**src/hdl/nrcr_pkg.sv**
```systemverilog
`default_nettype none
package nrcr_pkg;

  // wide widths: |f| stays below 2^95 and |f'| below 2^64 for any 32-bit estimate
  localparam int NUM_W = 96;
  localparam int DEN_W = 66;

  localparam logic [1:0] OUTCOME_CONVERGED = 2'd0;
  localparam logic [1:0] OUTCOME_DERIV_ZERO = 2'd1;
  localparam logic [1:0] OUTCOME_LIMIT = 2'd2;

  localparam logic CFG_STEP_TOLERANCE = 1'b0;
  localparam logic CFG_ITERATION_LIMIT = 1'b1;

  typedef enum logic [3:0] {
    OP_NONE,
    OP_LOAD,
    OP_SQ,
    OP_CL,
    OP_CH,
    OP_F1,
    OP_F2,
    OP_F3,
    OP_F4,
    OP_DIVS,
    OP_Q0,
    OP_U1,
    OP_U2,
    OP_U3,
    OP_U4,
    OP_PUSH
  } op_e;

  typedef struct packed {
    op_e        op;
    logic       fin;
    logic [1:0] outcome;
  } cmd_t;

  typedef struct packed {
    logic at_limit;
    logic dzero;
    logic conv;
    logic div_busy;
  } sts_t;

endpackage
`default_nettype wire

```
**src/hdl/nrcr_ctrl.sv**
```systemverilog
`default_nettype none
module nrcr_ctrl (
  input  wire logic           clk_i,
  input  wire logic           rst_ni,
  input  wire logic           in_valid_i,
  output logic                in_ready_o,
  output logic                out_valid_o,
  input  wire logic           out_ready_i,
  input  wire nrcr_pkg::sts_t sts_i,
  output nrcr_pkg::cmd_t      cmd_o
);
  import nrcr_pkg::*;

  typedef enum logic [4:0] {
    S_IDLE, S_CHK, S_SQ, S_CL, S_CH, S_F1, S_F2, S_F3, S_F4,
    S_DIVS, S_DIVW, S_Q0, S_U1, S_U2, S_U3, S_U4, S_PUSH
  } state_e;

  state_e     state_q;
  logic       fin_q;
  logic [1:0] oc_q;
  logic       out_valid_q;
  logic       push_ok;

  assign push_ok = !out_valid_q || out_ready_i;

  always_comb begin
    cmd_o.fin     = fin_q;
    cmd_o.outcome = oc_q;
    unique case (state_q)
      S_IDLE:  cmd_o.op = in_valid_i ? OP_LOAD : OP_NONE;
      S_SQ:    cmd_o.op = OP_SQ;
      S_CL:    cmd_o.op = OP_CL;
      S_CH:    cmd_o.op = OP_CH;
      S_F1:    cmd_o.op = OP_F1;
      S_F2:    cmd_o.op = OP_F2;
      S_F3:    cmd_o.op = OP_F3;
      S_F4:    cmd_o.op = OP_F4;
      S_DIVS:  cmd_o.op = OP_DIVS;
      S_Q0:    cmd_o.op = OP_Q0;
      S_U1:    cmd_o.op = OP_U1;
      S_U2:    cmd_o.op = OP_U2;
      S_U3:    cmd_o.op = OP_U3;
      S_U4:    cmd_o.op = OP_U4;
      S_PUSH:  cmd_o.op = push_ok ? OP_PUSH : OP_NONE;
      default: cmd_o.op = OP_NONE;
    endcase
  end

  always_ff @(posedge clk_i or negedge rst_ni) begin
    if (!rst_ni) begin
      state_q     <= S_IDLE;
      fin_q       <= 1'b0;
      oc_q        <= OUTCOME_LIMIT;
      out_valid_q <= 1'b0;
    end else begin
      if (out_valid_q && out_ready_i) begin
        out_valid_q <= 1'b0;
      end
      unique case (state_q)
        S_IDLE: begin
          if (in_valid_i) begin
            fin_q   <= 1'b0;
            state_q <= S_CHK;
          end
        end
        S_CHK: begin
          if (sts_i.at_limit) begin
            fin_q <= 1'b1;
            oc_q  <= OUTCOME_LIMIT;
          end
          state_q <= S_SQ;
        end
        S_SQ: state_q <= S_CL;
        S_CL: state_q <= S_CH;
        S_CH: state_q <= S_F1;
        S_F1: state_q <= S_F2;
        S_F2: state_q <= S_F3;
        S_F3: state_q <= S_F4;
        S_F4: begin
          // flat derivative: drop the step and finish on the current estimate
          if (!fin_q && sts_i.dzero) begin
            fin_q   <= 1'b1;
            oc_q    <= OUTCOME_DERIV_ZERO;
            state_q <= S_SQ;
          end else begin
            state_q <= S_DIVS;
          end
        end
        // the residual needs only a shift, so skip the divider wait
        S_DIVS: state_q <= fin_q ? S_Q0 : S_DIVW;
        S_DIVW: if (!sts_i.div_busy) state_q <= S_Q0;
        S_Q0:   state_q <= S_U1;
        S_U1:   state_q <= S_U2;
        S_U2:   state_q <= fin_q ? S_PUSH : S_U3;
        S_U3:   state_q <= S_U4;
        S_U4: begin
          if (sts_i.conv) begin
            fin_q   <= 1'b1;
            oc_q    <= OUTCOME_CONVERGED;
            state_q <= S_SQ;
          end else begin
            state_q <= S_CHK;
          end
        end
        S_PUSH: begin
          // hold until the output register is free
          if (push_ok) begin
            out_valid_q <= 1'b1;
            state_q     <= S_IDLE;
          end
        end
        default: state_q <= S_IDLE;
      endcase
    end
  end

  assign in_ready_o  = state_q == S_IDLE;
  assign out_valid_o = out_valid_q;
endmodule
`default_nettype wire

```
**config.mk**
```make
export PLATFORM = sky130hd
export DESIGN_NAME = nrcr_ctrl
export DESIGN_NICKNAME = d
export VERILOG_FILES = /design/src/hdl/nrcr_pkg.sv /design/src/hdl/nrcr_ctrl.sv
export SDC_FILE = /design/constraint.sdc
export NUM_CORES = 1
export LEC_CHECK = 0
export BUFFER_PORTS_ARGS = -buffer_cell sky130_fd_sc_hd__buf_2
export CAP_MARGIN = 10
export CORE_AREA = 2 2 55 57
export DETAILED_ROUTE_END_ITERATION = 8
export DIE_AREA = 0 0 57 59
export PLACE_DENSITY_LB_ADDON = 0.25
export SETUP_SLACK_MARGIN = 0.02
export SKIP_CTS_REPAIR_TIMING = 1
export SLEW_MARGIN = 20
export SYNTH_ARGS = -nofsm -noshare
export SYNTH_HDL_FRONTEND = slang
export SYNTH_SLANG_ARGS = --single-unit
```
**constraint.sdc**
```tcl
create_clock -name clk_i -period 4.3 [get_ports clk_i]
set_clock_uncertainty 0.15 [all_clocks]
set_input_delay 0.215 -clock clk_i [delete_from_list [all_inputs] [get_ports clk_i]]
set_output_delay 0.215 -clock clk_i [all_outputs]
set_load 0.01 [all_outputs]
```
==> impl_results.md, run 1 <==
- Commonest non-fill, non-tap cells in the layout: buf_2, nand2_1, nor3_1, dfrtp_1
- VDD IR max: 0.000296 V
- Clk Latency, worst-skew pair: 250 ps
- CTS tree: done
- Worst-path maximum fanout: 18
- IO Count: 17
- Slew HR: 56.2%
- Setup crit end kind: output pin
- First-pass GRT wire length: 3380 um
- Min Tclk post-route: 2370 ps
- Yosys cell types: 37
- Clock slew at reported path FFs: 60 ps
- Seq cells post-synth: 9
- RSZ-0062 raised after global routing: false
- Critical path, cell by cell: nand2b_1 > o211a_1 > nor3_1 > a211o_1 > buf_2
- Die height: 59 um
- CP max stage cell: dfrtp_1
- Worst-margin pin slew: 656 ps
- Sequential area share after synthesis: 28.9%
- Initial Util: 28.9%
- Sw Share: 50.7%
- Switch Pwr: 0.350 mW
- Die span in x: 57 um
- Largest net degree at the start of global routing: 21
- Total iterations of the first detailed-routing run: 4
- Post-synthesis cell area: 785 sq um
- DR vias/cell: 5.61
- Clk pwr share: 9.2%
- Core area: 2710 sq um
- P&R area growth vs syn: 11.5%
- Multi-input logic area: 493 sq um
- Internal: 0.341 mW
- Routed len/inst: 14.5 um
- Synthesized area per cell: 8.09 sq um
- DR vias: 774
- Max Cap Viol: 0
- Total Wirelength: 2000 um
- Reg area: 226 sq um
- Fillcell total: 319
- Sequential fraction of design power: 36.1%
- Final setup vio count: 0
- Fin. Hold Viols: 0
- GRT Util Overall: 13.0%
- Pre-CTS setup slack: 2220 ps
- Ys Warns: 0
- Status: finished, final reports clean
- Hold Path Class: in -> reg
- Worst setup margin: 1930 ps
- Slew Limit Fails: 0
- GRT Residual Overflow: 0
- Number of remaining DRC errors: 0
- Clock H-tree levels: 1
- Fin Setup TNS: 0 ps
- PD cells: 790 nW/um^2
- Syn_nets: 105
- Die ar.: 3360 sq um
- Syn Inst Count: 97
- Share of cells above drive strength 1: 23.4%
- Comb pwr share: 54.7%
- Gpl congestion: 0.730
- Max frequency: 0.421 GHz
- Critical path startpoint category: flop
- # clock sinks: 9
- CTS buffer count: 3
- Worst Path Required: 3930 ps
- Ant diodes: 0
- Antenna violations before repair: 0
- Input/output buffers: 16
- Most common cell after layout, fill and taps aside: buf_2
- Dpl hpwl: 1500 um
- Critical path type: reg -> out
- Final worst-path cycle share: 55.2%
- Max clock buf depth: 2
- Antenna Violating Nets Remaining: 0
- Row Count: 19
- 1st-iter DRT viols: 19
- LEAKAGE: 0.362 nW
- Vias in the first global route: 726
- Final nets: 116
- Crit path largest cell delay: 720 ps
- Tot Pwr: 0.691 mW
- Clock root cell: clkbuf_4
- Critical path arrival: 2010 ps
-- state kept, by name, indices dropped and copies added (netlist names) --
name,flops
state_q,5
oc_q,2
out_valid_o,1
fin_q,1
-- final cells by class --
type	count	share of cell area [%]
tap	31	4.43
timing repair buffer	17	10.3
clock buffer	4	3.00
multi-input combinational	77	56.4
sequential	9	25.9
-- routing by layer --
layer	vias to the layer above	track usage (%)	share of wire, %
li1	376	-	-
met2	21	20.7	47
met4	0	3.65	0.85
met1	375	17.3	47
met3	2	3.71	5.4
met5	-	0	0
-- worst max-delay path: cells and delay by family (launching register included) --
kind	cells	cell delay, ps
DFF	1	720
and+or+nand+nor	2	510
AOI/OAI and AO/OA	2	410
buffers and inverters	1	120
-- Yosys cell counts (all sizes together) --
cell / count / share of area (%)
o31a: 1 / 1.1
buf: 11 / 8.3
or3: 2 / 2.2
a21o: 1 / 0.96
nand2b: 7 / 5.6
nor3: 8 / 5.1
or2: 1 / 1.1
nor2: 7 / 3.3
o211a: 1 / 1.3
a22oi: 1 / 0.96
a211oi: 1 / 0.96
nor4b: 3 / 6.1
o22ai: 4 / 3.2
nand3: 4 / 2.6
a2111oi: 2 / 2.4
o22a: 1 / 1.1
o32ai: 1 / 1.1
nand3b: 2 / 1.9
nor2b: 3 / 2.4
dfrtp: 8 / 26
a32o: 1 / 1.3
nand2: 12 / 5.7
a21oi: 6 / 3.8
a211o: 1 / 1.1
o21ai: 3 / 1.9
nor4: 2 / 3.5
o21a: 1 / 0.96
dfstp: 1 / 3.3
and4: 1 / 1.1
-- logic make-up (layout without fill, tap and decap cells) --
family	after synthesis	in the layout	synth area share (%)
buffers and inverters	11	21	8.29
AOI/OAI and AO/OA	25	25	22.2
and+or+nand+nor	52	52	40.7
DFF	9	9	28.9
-- metrics by stage --
stage	utilization [%]	hold slack (ps)	std cells	area, sq um
after global placement	30.9	-73.1	133	838
after floorplan	-	-231	97	785
final	32.3	133	138	875
after CTS	31.9	-348	137	865
after global routing	32.3	147	138	875
after detailed placement	30.9	-72.8	133	838
-- power by group through the flow --
stage / Combinational (mW) / Clock (mW) / Sequential, mW
2_1_floorplan: 0.406 / 0 / 0.141
3_3_place_gp: 0.379 / 0 / 0.248
3_5_place_dp: 0.377 / 0 / 0.251
4_1_cts: 0.381 / 0.0650 / 0.249
5_1_grt: 0.423 / 0.0717 / 0.265
6_report: 0.378 / 0.0637 / 0.249
-- final timing paths --
check / to / startpoint / depth (start not counted) / slack (ps)
max in group asynchronous: oc_q[1] / rst_ni / 2 / 3570
min: state_q[0] / in_valid_i / 3 / 130
max: cmd_o[3] / state_q[3] / 5 / 1930
max reg2reg: oc_q[0] / state_q[1] / 4 / 2300
min reg2reg: oc_q[0] / oc_q[0] / 1 / 360
min in group asynchronous: state_q[2] / rst_ni / 2 / 190
(Power assumes the default switching activity.)
==> inputs of run 2 (changes only) <==
--- a/config.mk
+++ b/config.mk
@@ -5,11 +5,12 @@
 export SDC_FILE = /design/constraint.sdc
 export NUM_CORES = 1
 export LEC_CHECK = 0
+export ABC_AREA = 1
 export BUFFER_PORTS_ARGS = -buffer_cell sky130_fd_sc_hd__buf_2
 export CAP_MARGIN = 10
-export CORE_AREA = 2 2 55 57
+export CORE_AREA = 2 2 54 56
 export DETAILED_ROUTE_END_ITERATION = 8
-export DIE_AREA = 0 0 57 59
+export DIE_AREA = 0 0 56 58
 export PLACE_DENSITY_LB_ADDON = 0.25
 export SETUP_SLACK_MARGIN = 0.02
 export SKIP_CTS_REPAIR_TIMING = 1
==> constraint.sdc (replaced) <==
create_clock -name clk_i -period 1.9 [get_ports clk_i]
set_clock_uncertainty 0.15 [all_clocks]
set_input_delay 0.095 -clock clk_i [delete_from_list [all_inputs] [get_ports clk_i]]
set_output_delay 0.095 -clock clk_i [all_outputs]
set_load 0.01 [all_outputs]
==> impl_results.md, run 2 <==
- Setup crit end kind: output pin
- Max clock buf depth: 2
- Vias in the first global route: 707
- Final Core Density: 36.9%
- Yosys cell types: 26
- Synthesized area per cell: 6.76 sq um
- Initial Util: 28.2%
- DR vias: 875
- Commonest non-fill, non-tap cells in the layout: nand2_1, buf_2, nor2_1, inv_1
- # clock sinks: 9
- Slew Limit Fails: 0
- Final worst-path cycle share: 96.4%
- 1st-iter DRT viols: 32
- Clk Latency, worst-skew pair: 260 ps
- Total Wirelength: 2180 um
- Worst setup margin: 68.5 ps
- RSZ-0062 raised after global routing: true
- VDD IR max: 0.000657 V
- Routed len/inst: 12.8 um
- Antenna violations before repair: 0
- Top cell type's share of synthesized area: 26.7%
- CTS buffer count: 3
- LEAKAGE: 0.526 nW
- Final nets: 148
- Die ar.: 3250 sq um
- Final setup vio count: 0
- Pre-CTS setup slack: 253 ps
- Worst Path Required: 1650 ps
- Syn_nets: 119
- Syn Inst Count: 111
- Biggest area consumer among synthesized cells: dfrtp_1
- Worst-margin pin slew: 235 ps
- Hold Path Class: in -> reg
- Row Count: 19
- DR vias/cell: 5.15
- Antenna Violating Nets Remaining: 0
- Share of cells above drive strength 1: 37.4%
- Max frequency: 0.546 GHz
- Ant diodes: 0
- Sequential area share after synthesis: 30.2%
- Input/output buffers: 16
- Min Tclk post-route: 1830 ps
- Async set-reset flop share out of synthesis: 100%
- Seq cells post-synth: 9
- Fillcell total: 305
- Max Cap Viol: 0
- Cell with the most instances after synthesis: nand2_1
- Fin. Hold Viols: 2
- Ys flop type: dfrtp_1
- Clock H-tree levels: 1
- IO Count: 17
- WHS: -19.3 ps
- GRT Residual Overflow: 0
- Gpl congestion: 0.929
- EDFF count, synth: 0
- Critical path arrival: 1590 ps
- P&R area growth vs syn: 31.0%
- Largest Register: state_q
- Critical path type: reg -> out
- Die height: 58 um
- Ys Warns: 0
- CTS tree: done
- Commonest cells in the netlist: nand2_1, inv_1, nor2_1
- First-pass GRT wire length: 3240 um
- Top cells by area, synth: dfrtp_1, nand2_1, inv_1
- Dpl hpwl: 1680 um
- Clock slew at reported path FFs: 60 ps
- PD cells: 1560 nW/um^2
- Status: finished, violations left
- Die span in x: 56 um
- Largest net degree at the start of global routing: 16
- Worst-path maximum fanout: 6
- GRT Util Overall: 13.3%
- Total iterations of the first detailed-routing run: 4
- Clock root cell: clkbuf_4
- Core area: 2660 sq um
- Slew HR: 84.2%
- Violated checks: hold timing
- Critical path startpoint category: flop
- Tot Pwr: 1.54 mW
- Number of remaining DRC errors: 0
- Post-synthesis cell area: 751 sq um
- Biggest regs: state_q: 5 flops, oc_q: 2 flops
- Max reg flops: 5
- Most common cell after layout, fill and taps aside: nand2_1
[run 2: cell types whose count changed after synthesis, moves of 4 or more]
| cell | before | now |
|---|---|---|
| nor2_1 | 7 | 13 |
| nand2b_1 | 7 | 0 |
| a21oi_1 | 6 | 2 |
| o22ai_1 | 4 | 0 |
| nand4_1 | 0 | 7 |
| inv_1 | 0 | 16 |
| nand3_1 | 4 | 8 |
| buf_2 | 7 | 0 |
| nand2_1 | 12 | 26 |
[run 2: layer usage]
layer	vias up	wire length, um	track usage, %
met5	-	0	0
met4	0	49	6.12
met3	7	152	4.02
met2	35	1030	20.8
met1	405	948	16.9
li1	428	-	-
[run 2: logic make-up (layout without fill, tap and decap cells)]
family                 Yosys count  after routing  share of synthesized area, %
DFF                              9              9                          30.2
AOI/OAI and AO/OA               10             10                          8.50
buffers and inverters           20             48                          11.8
and+or+nand+nor                 72             72                          49.5
[run 2: layout make-up]
cell class,instances,area [sq um],share of cell area (%)
flip-flops and latches,9,233,23.7
well taps,31,38.8,3.94
inverters,18,72.6,7.38
clock buffers,4,26.3,2.67
multi-input cells,82,453,46.1
repair buffers,26,160,16.3
[run 2: path summary, 6_finish.rpt]
kind / start / cells past startpoint / end / slack [ps]
setup / recovery: state_q[2] / 7 / cmd_o[3] / 70
hold / removal: in_valid_i / 4 / fin_q / -20
setup reg to reg: state_q[2] / 7 / oc_q[0] / 380
hold reg to reg: oc_q[1] / 2 / oc_q[1] / 310
max in group asynchronous: rst_ni / 2 / oc_q[1] / 1300
min in group asynchronous: rst_ni / 2 / fin_q / 50
[run 2: where the power goes]
group,switching (mW),total [mW],leakage (nW),internal (mW)
logic,0.581,0.985,0.405,0.404
clock network,0.0670,0.148,0.0150,0.0809
registers,0.117,0.402,0.106,0.285
[run 2: per-stage QoR]
step | instances | cell area, sq um | hold WS (ps) | TNS, ps
after global placement | 156 | 848 | -193 | 0
after floorplan | 111 | 751 | -351 | 0
final | 170 | 983 | -19.3 | 0
after global routing | 170 | 983 | 7.34 | -14.6
after CTS | 160 | 875 | -477 | -89.3
after detailed placement | 156 | 848 | -188 | 0
[run 2: critical path, cell delays in order (launching register included)]
cell	delay (ps)
dfrtp_2	460
buf_4	160
nor2_4	180
nand3_1	140
inv_2	100
nor2_1	60
nand4_1	90
buf_2	130
==> inputs of run 3 (changes only) <==
--- a/config.mk
+++ b/config.mk
@@ -8,6 +8,8 @@
 export ABC_AREA = 1
 export BUFFER_PORTS_ARGS = -buffer_cell sky130_fd_sc_hd__buf_2
 export CAP_MARGIN = 10
+export CELL_PAD_IN_SITES_DETAIL_PLACEMENT = 0
+export CELL_PAD_IN_SITES_GLOBAL_PLACEMENT = 1
 export CORE_AREA = 2 2 54 56
 export DETAILED_ROUTE_END_ITERATION = 8
 export DIE_AREA = 0 0 56 58
==> impl_results.md, run 3 (same netlist as run 2, synthesis figures left out) <==
- Status: finished, final reports clean
- R2r worst-path depth: 7
- Multi-input logic area: 462 sq um
- Slew HR: 83.3%
- Worst-margin pin slew: 250 ps
- Dpl hpwl: 1600 um
- Crit path to: cmd_o[5]
- Biggest regs: state_q: 5 flops, oc_q: 2 flops
- Worst Path Required: 1650 ps
- Share of cells above drive strength 1: 34.3%
- Vias in the first global route: 802
- Die height: 58 um
- FF-to-FF End: oc_q[0]
- Initial Util: 28.2%
- Hold Path Class: in -> reg
- Ant diodes: 0
- Clk Latency, worst-skew pair: 260 ps
- Switch Pwr: 0.759 mW
- Fin. Hold Viols: 0
- VDD IR max: 0.000796 V
- Row Count: 19
- CTS tree: done
- Clock root cell: clkbuf_4
- Total iterations of the first detailed-routing run: 4
- Max reg flops: 5
- Sw Share: 51.2%
- Most common cell after layout, fill and taps aside: nand2_1
- Critical path startpoint category: flop
- LEAKAGE: 0.514 nW
- Largest net degree at the start of global routing: 16
- Fillcell total: 302
- Max Cap Viol: 0
- Critical path arrival: 1590 ps
- Sequential fraction of design power: 27.4%
- Pre-CTS setup slack: 221 ps
- 1st-iter DRT viols: 26
- DR vias/cell: 5.10
- Final setup vio count: 0
- Min Tclk post-route: 1840 ps
- Commonest non-fill, non-tap cells in the layout: nand2_1, buf_2, inv_1, nor2_1, nand3_1
- Max frequency: 0.545 GHz
- Final nets: 143
- Input/output buffers: 16
- CTS buffer count: 3
- WHS Path Cells: 4
- Antenna Violating Nets Remaining: 0
- Critical path type: reg -> out
- Comb pwr share: 62.7%
- Antenna violations before repair: 0
- Max clock buf depth: 2
- Clock slew at reported path FFs: 60 ps
- Clk pwr share: 9.8%
- Total Wirelength: 2090 um
- R2R setup slack: 380 ps
- Final worst-path cycle share: 96.6%
- P&R area growth vs syn: 27.3%
- GRT Residual Overflow: 0
- Core area: 2660 sq um
- GRT Util Overall: 13.2%
- Setup crit end kind: output pin
- IO Count: 17
- First-pass GRT wire length: 3420 um
- Slew Limit Fails: 0
- Worst-path maximum fanout: 6
- Crit path from: state_q[2]
- Number of remaining DRC errors: 0
- WHS: 4.10 ps
- # clock sinks: 9
- RSZ-0062 raised after global routing: true
- DR vias: 841
- Worst setup margin: 64.1 ps
- Die span in x: 56 um
- Gpl congestion: 0.879
- Die ar.: 3250 sq um
- Largest Register: state_q
- PD cells: 1550 nW/um^2
- Clock H-tree levels: 1
- Reg area: 230 sq um
- Reg2reg start: state_q[0]
- Internal: 0.722 mW
- Routed len/inst: 12.6 um
run 3: worst min path at each step:
stage | to | startpoint
floorplan | fin_q | rst_ni
global placement | out_valid_o | rst_ni
detailed placement | oc_q[0] | rst_ni
CTS | oc_q[0] | rst_ni
global route | state_q[0] | in_valid_i
finish | fin_q | in_valid_i
run 3: routing by layer:
metal	wire (um)	global-route usage [%]
met1	893	17.2
met2	992	20.5
met3	123	3.13
met4	76	6.80
met5	0	0
run 3: layout make-up:
| class | count | area share [%] |
|---|---|---|
| multi-input cells | 82 | 48.3 |
| flip-flops and latches | 9 | 24.1 |
| repair buffers | 21 | 13.5 |
| inverters | 18 | 7.33 |
| well taps | 31 | 4.06 |
| clock buffers | 4 | 2.75 |
run 3: worst max-delay path, cell delays in order (launching register included):
cell and delay (ps):
dfrtp_2 480, nor2_4 180, inv_2 70, nor3_4 190, o21ai_2 110, nand2_1 70, nor2_1 50, nand2_1 70
buf_6 100
run 3: power by group through the flow:
stage	combinational [mW]	clock, mW	sequential [mW]
2_1_floorplan	0.594	0	0.364
3_3_place_gp	0.845	0	0.370
3_5_place_dp	0.827	0	0.370
4_1_cts	0.833	0.151	0.365
5_1_grt	1.04	0.159	0.415
6_report	0.929	0.145	0.406
run 3: metrics by stage:
stage	setup TNS (ps)	cells	utilization (%)	power, mW	cell area (sq um)
floorplan	0	111	-	0.958	751
global placement	0	157	32.1	1.21	856
detailed placement	0	157	32.1	1.20	856
CTS	-147	161	33.1	1.35	882
global route	-19.5	165	35.9	1.62	956
finish	0	165	35.9	1.48	956
